`config.mk`:
```
export PLATFORM = sky130hd
export DESIGN_NAME = plk_div
export DESIGN_NICKNAME = d
export VERILOG_FILES = /design/src/hdl/plk_pkg.sv /design/src/hdl/plk_div.sv
export SDC_FILE = /design/constraint.sdc
export NUM_CORES = 1
export LEC_CHECK = 0
export ABC_CLOCK_PERIOD_IN_PS = 6400
export BUFFER_PORTS_ARGS = -buffer_cell sky130_fd_sc_hd__buf_2
export CAP_MARGIN = 20
export CORE_ASPECT_RATIO = 0.7
export CORE_UTILIZATION = 36
export DETAILED_ROUTE_END_ITERATION = 6
export PLACE_DENSITY_LB_ADDON = 0.2
export SKIP_LAST_GASP = 1
export SYNTH_ARGS = -nofsm -noshare
export SYNTH_HDL_FRONTEND = slang
export SYNTH_SLANG_ARGS = --single-unit
```
`constraint.sdc`:
```
create_clock -name clk -period 6.4 [get_ports clk]
set_clock_uncertainty 0.05 [all_clocks]
set_input_delay 0.64 -clock clk [delete_from_list [all_inputs] [get_ports clk]]
set_output_delay 0.64 -clock clk [all_outputs]
set_load 0.05 [all_outputs]
```
`src/hdl/plk_pkg.sv`:
```
// shared types and constants for the piecewise linear lookup
package plk_pkg;

  localparam int MAX_KNOTS = 1024;
  localparam int IDX_W     = $clog2(MAX_KNOTS);
  localparam int CNT_W     = $clog2(MAX_KNOTS + 1);
  localparam int DATA_W    = 32;

  localparam logic [1:0] REQ_CLEAR  = 2'd0;
  localparam logic [1:0] REQ_APPEND = 2'd1;
  localparam logic [1:0] REQ_QUERY  = 2'd2;

  localparam logic [1:0] ST_OK    = 2'd0;
  localparam logic [1:0] ST_EMPTY = 2'd1;
  localparam logic [1:0] ST_FULL  = 2'd2;
  localparam logic [1:0] ST_ORDER = 2'd3;

  typedef struct packed {
    logic [1:0]               req_type;
    logic [DATA_W-1:0]        key;
    logic signed [DATA_W-1:0] value;
  } in_t;

  typedef struct packed {
    logic signed [DATA_W-1:0] estimate;
    logic [1:0]               status;
  } out_t;

  typedef struct packed {
    logic [DATA_W-1:0] key;
    logic [DATA_W-1:0] value;
  } knot_t;

endpackage

```
`src/hdl/plk_div.sv`:
```
// iterative restoring divider, one quotient bit per cycle, quotient known to fit 32 bits
module plk_div (
  input  logic                           clk,
  input  logic                           rst_n,
  input  logic                           start,
  input  logic [2*plk_pkg::DATA_W-1:0]   dividend,
  input  logic [plk_pkg::DATA_W-1:0]     divisor,
  output logic                           done,
  output logic [plk_pkg::DATA_W-1:0]     quotient
);

  localparam int W      = plk_pkg::DATA_W;
  localparam int STEP_W = $clog2(W);

  logic              busy_r;
  logic              done_r;
  logic [STEP_W-1:0] cnt_r;
  logic [W-1:0]      rem_r;
  logic [W-1:0]      acc_r;
  logic [W-1:0]      dvs_r;
  logic [W:0]        trial;
  logic [W:0]        diff;
  logic              ge;

  always_comb begin
    trial = {rem_r, acc_r[W-1]};
    diff  = trial - {1'b0, dvs_r};
    ge    = trial >= {1'b0, dvs_r};
  end

  always_ff @(posedge clk) begin
    if (!rst_n) begin
      busy_r <= 1'b0;
      done_r <= 1'b0;
    end else begin
      done_r <= 1'b0;
      if (start) begin
        busy_r <= 1'b1;
      end else if (busy_r && cnt_r == STEP_W'(W - 1)) begin
        busy_r <= 1'b0;
        done_r <= 1'b1;
      end
    end
  end

  always_ff @(posedge clk) begin
    if (start) begin
      cnt_r <= '0;
      rem_r <= dividend[2*W-1:W];
      acc_r <= dividend[W-1:0];
      dvs_r <= divisor;
    end else if (busy_r) begin
      cnt_r <= cnt_r + STEP_W'(1);
      rem_r <= ge ? diff[W-1:0] : trial[W-1:0];
      acc_r <= {acc_r[W-2:0], ge};
    end
  end

  assign done     = done_r;
  assign quotient = acc_r;

  a_start_idle: assert property (@(posedge clk) disable iff (!rst_n)
    start |-> !busy_r) else $error("divider started while busy");

  a_done_after_busy: assert property (@(posedge clk) disable iff (!rst_n)
    done_r |-> $past(busy_r) && !busy_r) else $error("divider done without run");

endmodule

```
==> results.md, run 1 <==
* # fillers at 1,579
* Synth Area per Inst at 11.18 um2
* Synthesized flop and latch total at 103
* Max frequency at 288.0 MHz
* Overall Global Routing Usage at 17.53%
* Max-cap viol count at 0
* Initial antenna violation count at 0
* Dpl cells at 892
* Endpoint type of the worst setup path: flop
* Port bufs at 131
* Post-synth top area cell: edfxtp_1
* Max Buffers Root-to-Sink at 2
* HPWL after DPL at 10,660 um
* Final non-filler cell total at 908
* GR Util met2 at 24.68%
* Worst Path Buf+Inv at 0
* Vias/cell at 5.024
* Clock slew at reported path FFs at 0.08 ns
* Latest clock arrival within the worst-skew pair at 0.36 ns
* Most used DFF post-synth: edfxtp_1
* Area Overhead vs Synth at 19.13%
* CP Launch Type: flop
* Post-synth ARST share at 0%
* Clock sink total at 103
* Height of the die at 111.5 um
* CTS root buffer: clkbuf_16
* Count leader, synth: edfxtp_1
* Netlist Area Pre-Place at 6162 um2
* Hold_buf cts at 0
* Worst Tran Pin Value at 0.8750 ns
* Synth top cells by count: 96 x edfxtp_1, 48 x a21oi_1, 44 x mux2_2
* Synth Area in Simple Gates at 10.54%
* Die X-Extent at 158.4 um
* Yosys Warn Count at 0
* CTS H-tree lvls at 3
* Met1 usage at 25.17%
* Synth Instances at 551
* CP max stage delay at 0.69 ns
* Hold WC Path Type: input pin to flop
* Row cnt at 39
* Xor/xnor share of the synthesized area at 4.406%
* First-pass GRT wire length at 23,730 um
* Most used routing layer: met1
* Final net count at 812
* CTS tree: built
* Worst Setup Slack, final at 2.928 ns
* Vias in the first global route at 4,543
* Largest family of logic cells by synthesized area: compound AO/OA/AOI/OAI gates
* Largest fanout on the critical path at 18
* Crit path max-delay family: compound AO/OA/AOI/OAI gates
* Slowest-stage cell, CP: o211a_1
* First-pass iteration count of the detailed router at 4
* Synth unique cells at 64
* Io pins at 132
* Starting Density at 37.25%
* Synth Area in Adders at 7.228%
* M3 GR Usage at 5.917%
* Drt total wl at 14,650 um
* Max Slew Vio Count at 0
* Gpl congestion at 0.8728
* Syn_nets at 685
* Static leakage at 3.091 nW
* Die area at 17,650 um2
* Tmin final at 3.472 ns
* Max VDD drop at 0.1580 mV
* CP Class: flop to flop
* Drt wl/cell at 16.13 um
* Post-synthesis compound-gate area fraction at 15.23%
* Final setup violation count at 0
* Placeable Area at 16,540 um2
* Share of Yosys cell area claimed by the top area cell type at 46.78%
* Post-CTS Setup Bufs at 0
* Antenna cells at 0
* Worst EP required at 6.46 ns
* Largest net degree at the start of global routing at 66
* CP Data Arrival Time at 3.53 ns
* Synth area leaders: edfxtp_1 47%, mux2_2 8.0%, ha_1 6.9%
* CTS buffer count at 9
* Number of synthesized flops with an enable pin at 96
* Cell Chain, Critical Path: ha_1, a21oi_2, a21oi_1, a311oi_2, a31oi_1, nor2_2, o211a_1, nor2_1, a221o_1
* Hold Fails Final Rpt at 0
* P per Cell Area at 364.1 nW/um2
* Mux share of post-synthesis cell area at 9.340%
* Slew headroom at 41.67%
* Run status: complete, no violations
* Layout Utilization at 44.38%
* Setup_tns at 0 ns
* RSZ-0062 raised after global routing: false
* Pre-CTS worst setup slack at 2.869 ns
* Layout cells sized above 1 at 31.19%
* DRC violations left at 0
* Tcrit/Tclk final at 54.25%
* Grt ovf at 0
* Post_cts resized at 0
* Via count at 4,562
* Seq/Total Area, Yosys at 49.06%
* Post-route ant nets at 0
* 1st-iter DRT viols at 246
-- metal layers --
metal  vias to the layer above  share of wire, %
met5                         -                 0
met4                         0               1.3
met3                        15               8.3
met2                       160                40
met1                      2107                51
li1                       2280                 -
-- registers in the layout (all words and copies together) (netlist names) --
signal and flops:
quotient 32, dvs_r 32, busy_r 1, done 1, cnt_r 5, rem_r 32
-- cell type report --
| class | count | area, um2 | area share (%) |
|---|---|---|---|
| sequential | 103 | 3023 | 41.18 |
| clock buffer | 9 | 225.2 | 3.068 |
| timing repair buffer | 134 | 693.2 | 9.443 |
| inverter | 43 | 161.4 | 2.199 |
| multi-input combinational | 387 | 2880 | 39.24 |
| clock inverter | 7 | 76.32 | 1.040 |
| tap | 225 | 281.5 | 3.835 |
-- power by group --
group | leakage [nW] | switching (mW) | internal [mW]
registers | 1.01 | 0.0593 | 0.881
logic | 1.93 | 0.698 | 0.477
clock network | 0.147 | 0.281 | 0.277
total | 3.09 | 1.04 | 1.63
-- path summary, 6_finish.rpt --
kind	start	to	slack [ns]	depth (start not counted)
min	divisor[16]	dvs_r[16]	0.40	1
max	rem_r[10]	rem_r[21]	2.93	9
max reg2reg	rem_r[10]	rem_r[21]	2.93	9
min reg2reg	cnt_r[4]	cnt_r[4]	0.45	2
-- layout by cell type (no fill, tap or decap), drive strengths merged, types with 3 or more instances in the layout --
master	netlist	layout
edfxtp	96	96
a21o	8	8
ha	34	34
nor2	35	35
a21boi	3	3
nor3b	4	4
nand2b	7	7
a31oi	8	8
nor2b	9	9
and3	6	6
and2	3	3
nand2	40	40
clkinv	0	4
buf	10	134
mux2	44	44
clkbuf	8	9
o31ai	5	5
xnor2	11	11
nand3	5	5
dfxtp	7	7
xor2	20	20
o21bai	3	3
o21ai	30	30
or2	4	4
a211oi	8	8
inv	43	46
nor3	4	4
a21oi	49	49
mux2i	8	8
o21a	6	6
nand4	7	7
-- worst register-to-register path, stage by stage, from the launching register on --
cell,delay (ns)
edfxtp_1,0.39
ha_1,0.42
a21oi_2,0.23
a21oi_1,0.10
a311oi_2,0.34
a31oi_1,0.15
nor2_2,0.28
o211a_1,0.69
nor2_1,0.24
a221o_1,0.34
-- kinds of logic (layout without fill, tap and decap cells) --
group	count (synthesis)	in the layout
and+or+nand+nor	131	131
DFF	103	103
xor gates and xnor gates	31	31
buffers and inverters	61	193
muxes	52	52
AOI/OAI and AO/OA	138	138
adders and majority gates	35	35
-- per-stage QoR --
stage | hold WS, ns | cell area, um2 | power (mW)
4_1_cts | 0.3799 | 7341 | 2.699
3_5_place_dp | 0.4450 | 7039 | 2.125
6_report | 0.3965 | 7341 | 2.672
3_3_place_gp | 0.4329 | 7019 | 2.104
2_1_floorplan | 0.4172 | 6162 | 1.859
5_1_grt | 0.3790 | 7341 | 2.866
(Power assumes the default switching activity.)
==> inputs of run 2 (changes only) <==
--- a/config.mk
+++ b/config.mk
@@ -5,7 +5,7 @@
 export SDC_FILE = /design/constraint.sdc
 export NUM_CORES = 1
 export LEC_CHECK = 0
-export ABC_CLOCK_PERIOD_IN_PS = 6400
+export ABC_CLOCK_PERIOD_IN_PS = 3250
 export BUFFER_PORTS_ARGS = -buffer_cell sky130_fd_sc_hd__buf_2
 export CAP_MARGIN = 20
 export CORE_ASPECT_RATIO = 0.7
==> constraint.sdc (replaced) <==
create_clock -name clk -period 3.25 [get_ports clk]
set_clock_uncertainty 0.05 [all_clocks]
set_input_delay 0.325 -clock clk [delete_from_list [all_inputs] [get_ports clk]]
set_output_delay 0.325 -clock clk [all_outputs]
set_load 0.05 [all_outputs]
==> results.md, run 2 (synthesis results as in run 1) <==
* CTS H-tree lvls at 3
* Max VDD drop at 0.2921 mV
* Drt total wl at 14,720 um
* DRC violations left at 0
* Final setup violation count at 0
* Static leakage at 3.204 nW
* Hold_buf cts at 0
* Worst EP required at 3.29 ns
* Die X-Extent at 158.4 um
* Hold Fails Final Rpt at 0
* First-pass iteration count of the detailed router at 4
* Max frequency at 324.4 MHz
* P per Cell Area at 716.0 nW/um2
* Critical R2R Capture: rem_r[20]
* CTS tree: built
* Port bufs at 131
* Hold Path Depth at 1
* Largest net degree at the start of global routing at 59
* Layout cells sized above 1 at 34.28%
* Row cnt at 39
* Post-route cell area at 7556 um2
* Hold Path Origin: divisor[21]
* Max Buffers Root-to-Sink at 2
* Height of the die at 111.5 um
* Initial antenna violation count at 1
* Run status: complete, no violations
* Latest clock arrival within the worst-skew pair at 0.36 ns
* First-pass GRT wire length at 23,690 um
* Placed cell areas at 7214 um2
* Most frequent cells in the layout: 130 x buf_2, 96 x edfxtp_1, 48 x a21oi_1
* Gpl congestion at 0.8565
* Worst Tran Pin Value at 0.7196 ns
* CTS root buffer: clkbuf_16
* Endpoint type of the worst setup path: flop
* Post-route ant nets at 0
* RSZ-0062 raised after global routing: true
* Largest fanout on the critical path at 6
* Clock slew at reported path FFs at 0.08 ns
* Setup_tns at 0 ns
* Tcrit/Tclk final at 94.85%
* Area Overhead vs Synth at 22.62%
* CP Data Arrival Time at 3.13 ns
* Drt wl/cell at 15.81 um
* Hold WC Path Type: input pin to flop
* Placeable Area at 16,540 um2
* Hold endpoint: dvs_r[21]
* Max Slew Vio Count at 0
* Vias/cell at 4.965
* Die area at 17,650 um2
* Tmin final at 3.083 ns
* CP Launch Type: flop
* Final net count at 835
* Slew headroom at 52.03%
* 1st-iter DRT viols at 243
* Antenna cells at 0
* Max-cap viol count at 0
* Crit Reg-Reg Startpoint: rem_r[7]
* Io pins at 132
* Fin Hold WS at 0.08484 ns
* Clock sink total at 103
* CP Class: flop to flop
* Overall Global Routing Usage at 17.36%
* Vias in the first global route at 4,560
* Starting Density at 37.25%
* R2R depth at 12
* CTS buffer count at 9
* Via count at 4,622
* HPWL after DPL at 10,810 um
* Commonest non-fill, non-tap cell in the layout: buf_2
* Grt ovf at 0
* R2R Setup Slk at 0.17 ns
-- run 2: changes by cell type in the layout (fill, tap and decap cells not counted), sizes merged --
| cell | before | now |
|---|---|---|
| clkbuf | 9 | 10 |
| clkinv | 4 | 3 |
| buf | 134 | 157 |
-- run 2: power breakdown --
| group | internal (mW) | switching (mW) | total, mW |
|---|---|---|---|
| Sequential | 1.73 | 0.117 | 1.85 |
| Clock | 0.544 | 0.556 | 1.10 |
| Combinational | 1.06 | 1.40 | 2.46 |
| Total | 3.34 | 2.07 | 5.41 |
-- run 2: repair_timing --
action,in CTS,in global routing
endpoints found under the setup margin,1,9
pin swaps,2,4
endpoints found under the hold margin,0,0
buffers inserted,2,1
resized for setup,0,6
-- run 2: stage by stage --
stage | power, mW | setup WS (ns) | cells | utilization [%]
2_1_floorplan | 3.661 | 0.02428 | 551 | -
3_3_place_gp | 4.273 | 0.09131 | 912 | 43.61
3_5_place_dp | 4.283 | 0.03208 | 912 | 43.61
4_1_cts | 5.425 | 0.08416 | 930 | 45.48
5_1_grt | 5.779 | -0.01066 | 931 | 45.68
6_report | 5.410 | 0.1675 | 931 | 45.68
-- run 2: worst max-delay path: stages, from the launching register on --
cell      delay, ns
edfxtp_1       0.41
ha_1           0.40
a21oi_1        0.19
o21ai_1        0.11
a311oi_2       0.37
a31oi_1        0.15
nor2_2         0.20
buf_4          0.16
o211a_1        0.28
buf_4          0.17
nor2_1         0.05
a211oi_2       0.23
a21oi_1        0.06
-- run 2: area by class of cell --
cell class              count  area, um2
clock inverters             6      65.06
inverters                  43      161.4
flip-flops and latches    103       3023
well taps                 225      281.5
fillers                  1621       8986
clock buffers              10      229.0
multi-input cells         387       2905
repair buffers            157      890.9
-- run 2: layer usage --
layer | vias up | global-route usage [%] | wire length (um)
met4 | 2 | 4.038 | 119
met1 | 2155 | 25.67 | 7609
li1 | 2323 | - | -
met3 | 11 | 6.578 | 1168
met5 | - | 0 | 13
met2 | 131 | 23.57 | 5804
-- run 2: worst max-delay path by stage --
stage,end,slack [ns],startpoint
finish,rem_r[20],0.17,rem_r[7]
global route,rem_r[22],-0.01,quotient[31]
CTS,rem_r[20],0.08,quotient[31]
detailed placement,rem_r[28],0.03,quotient[31]
global placement,rem_r[28],0.09,quotient[31]
floorplan,rem_r[28],0.02,quotient[31]
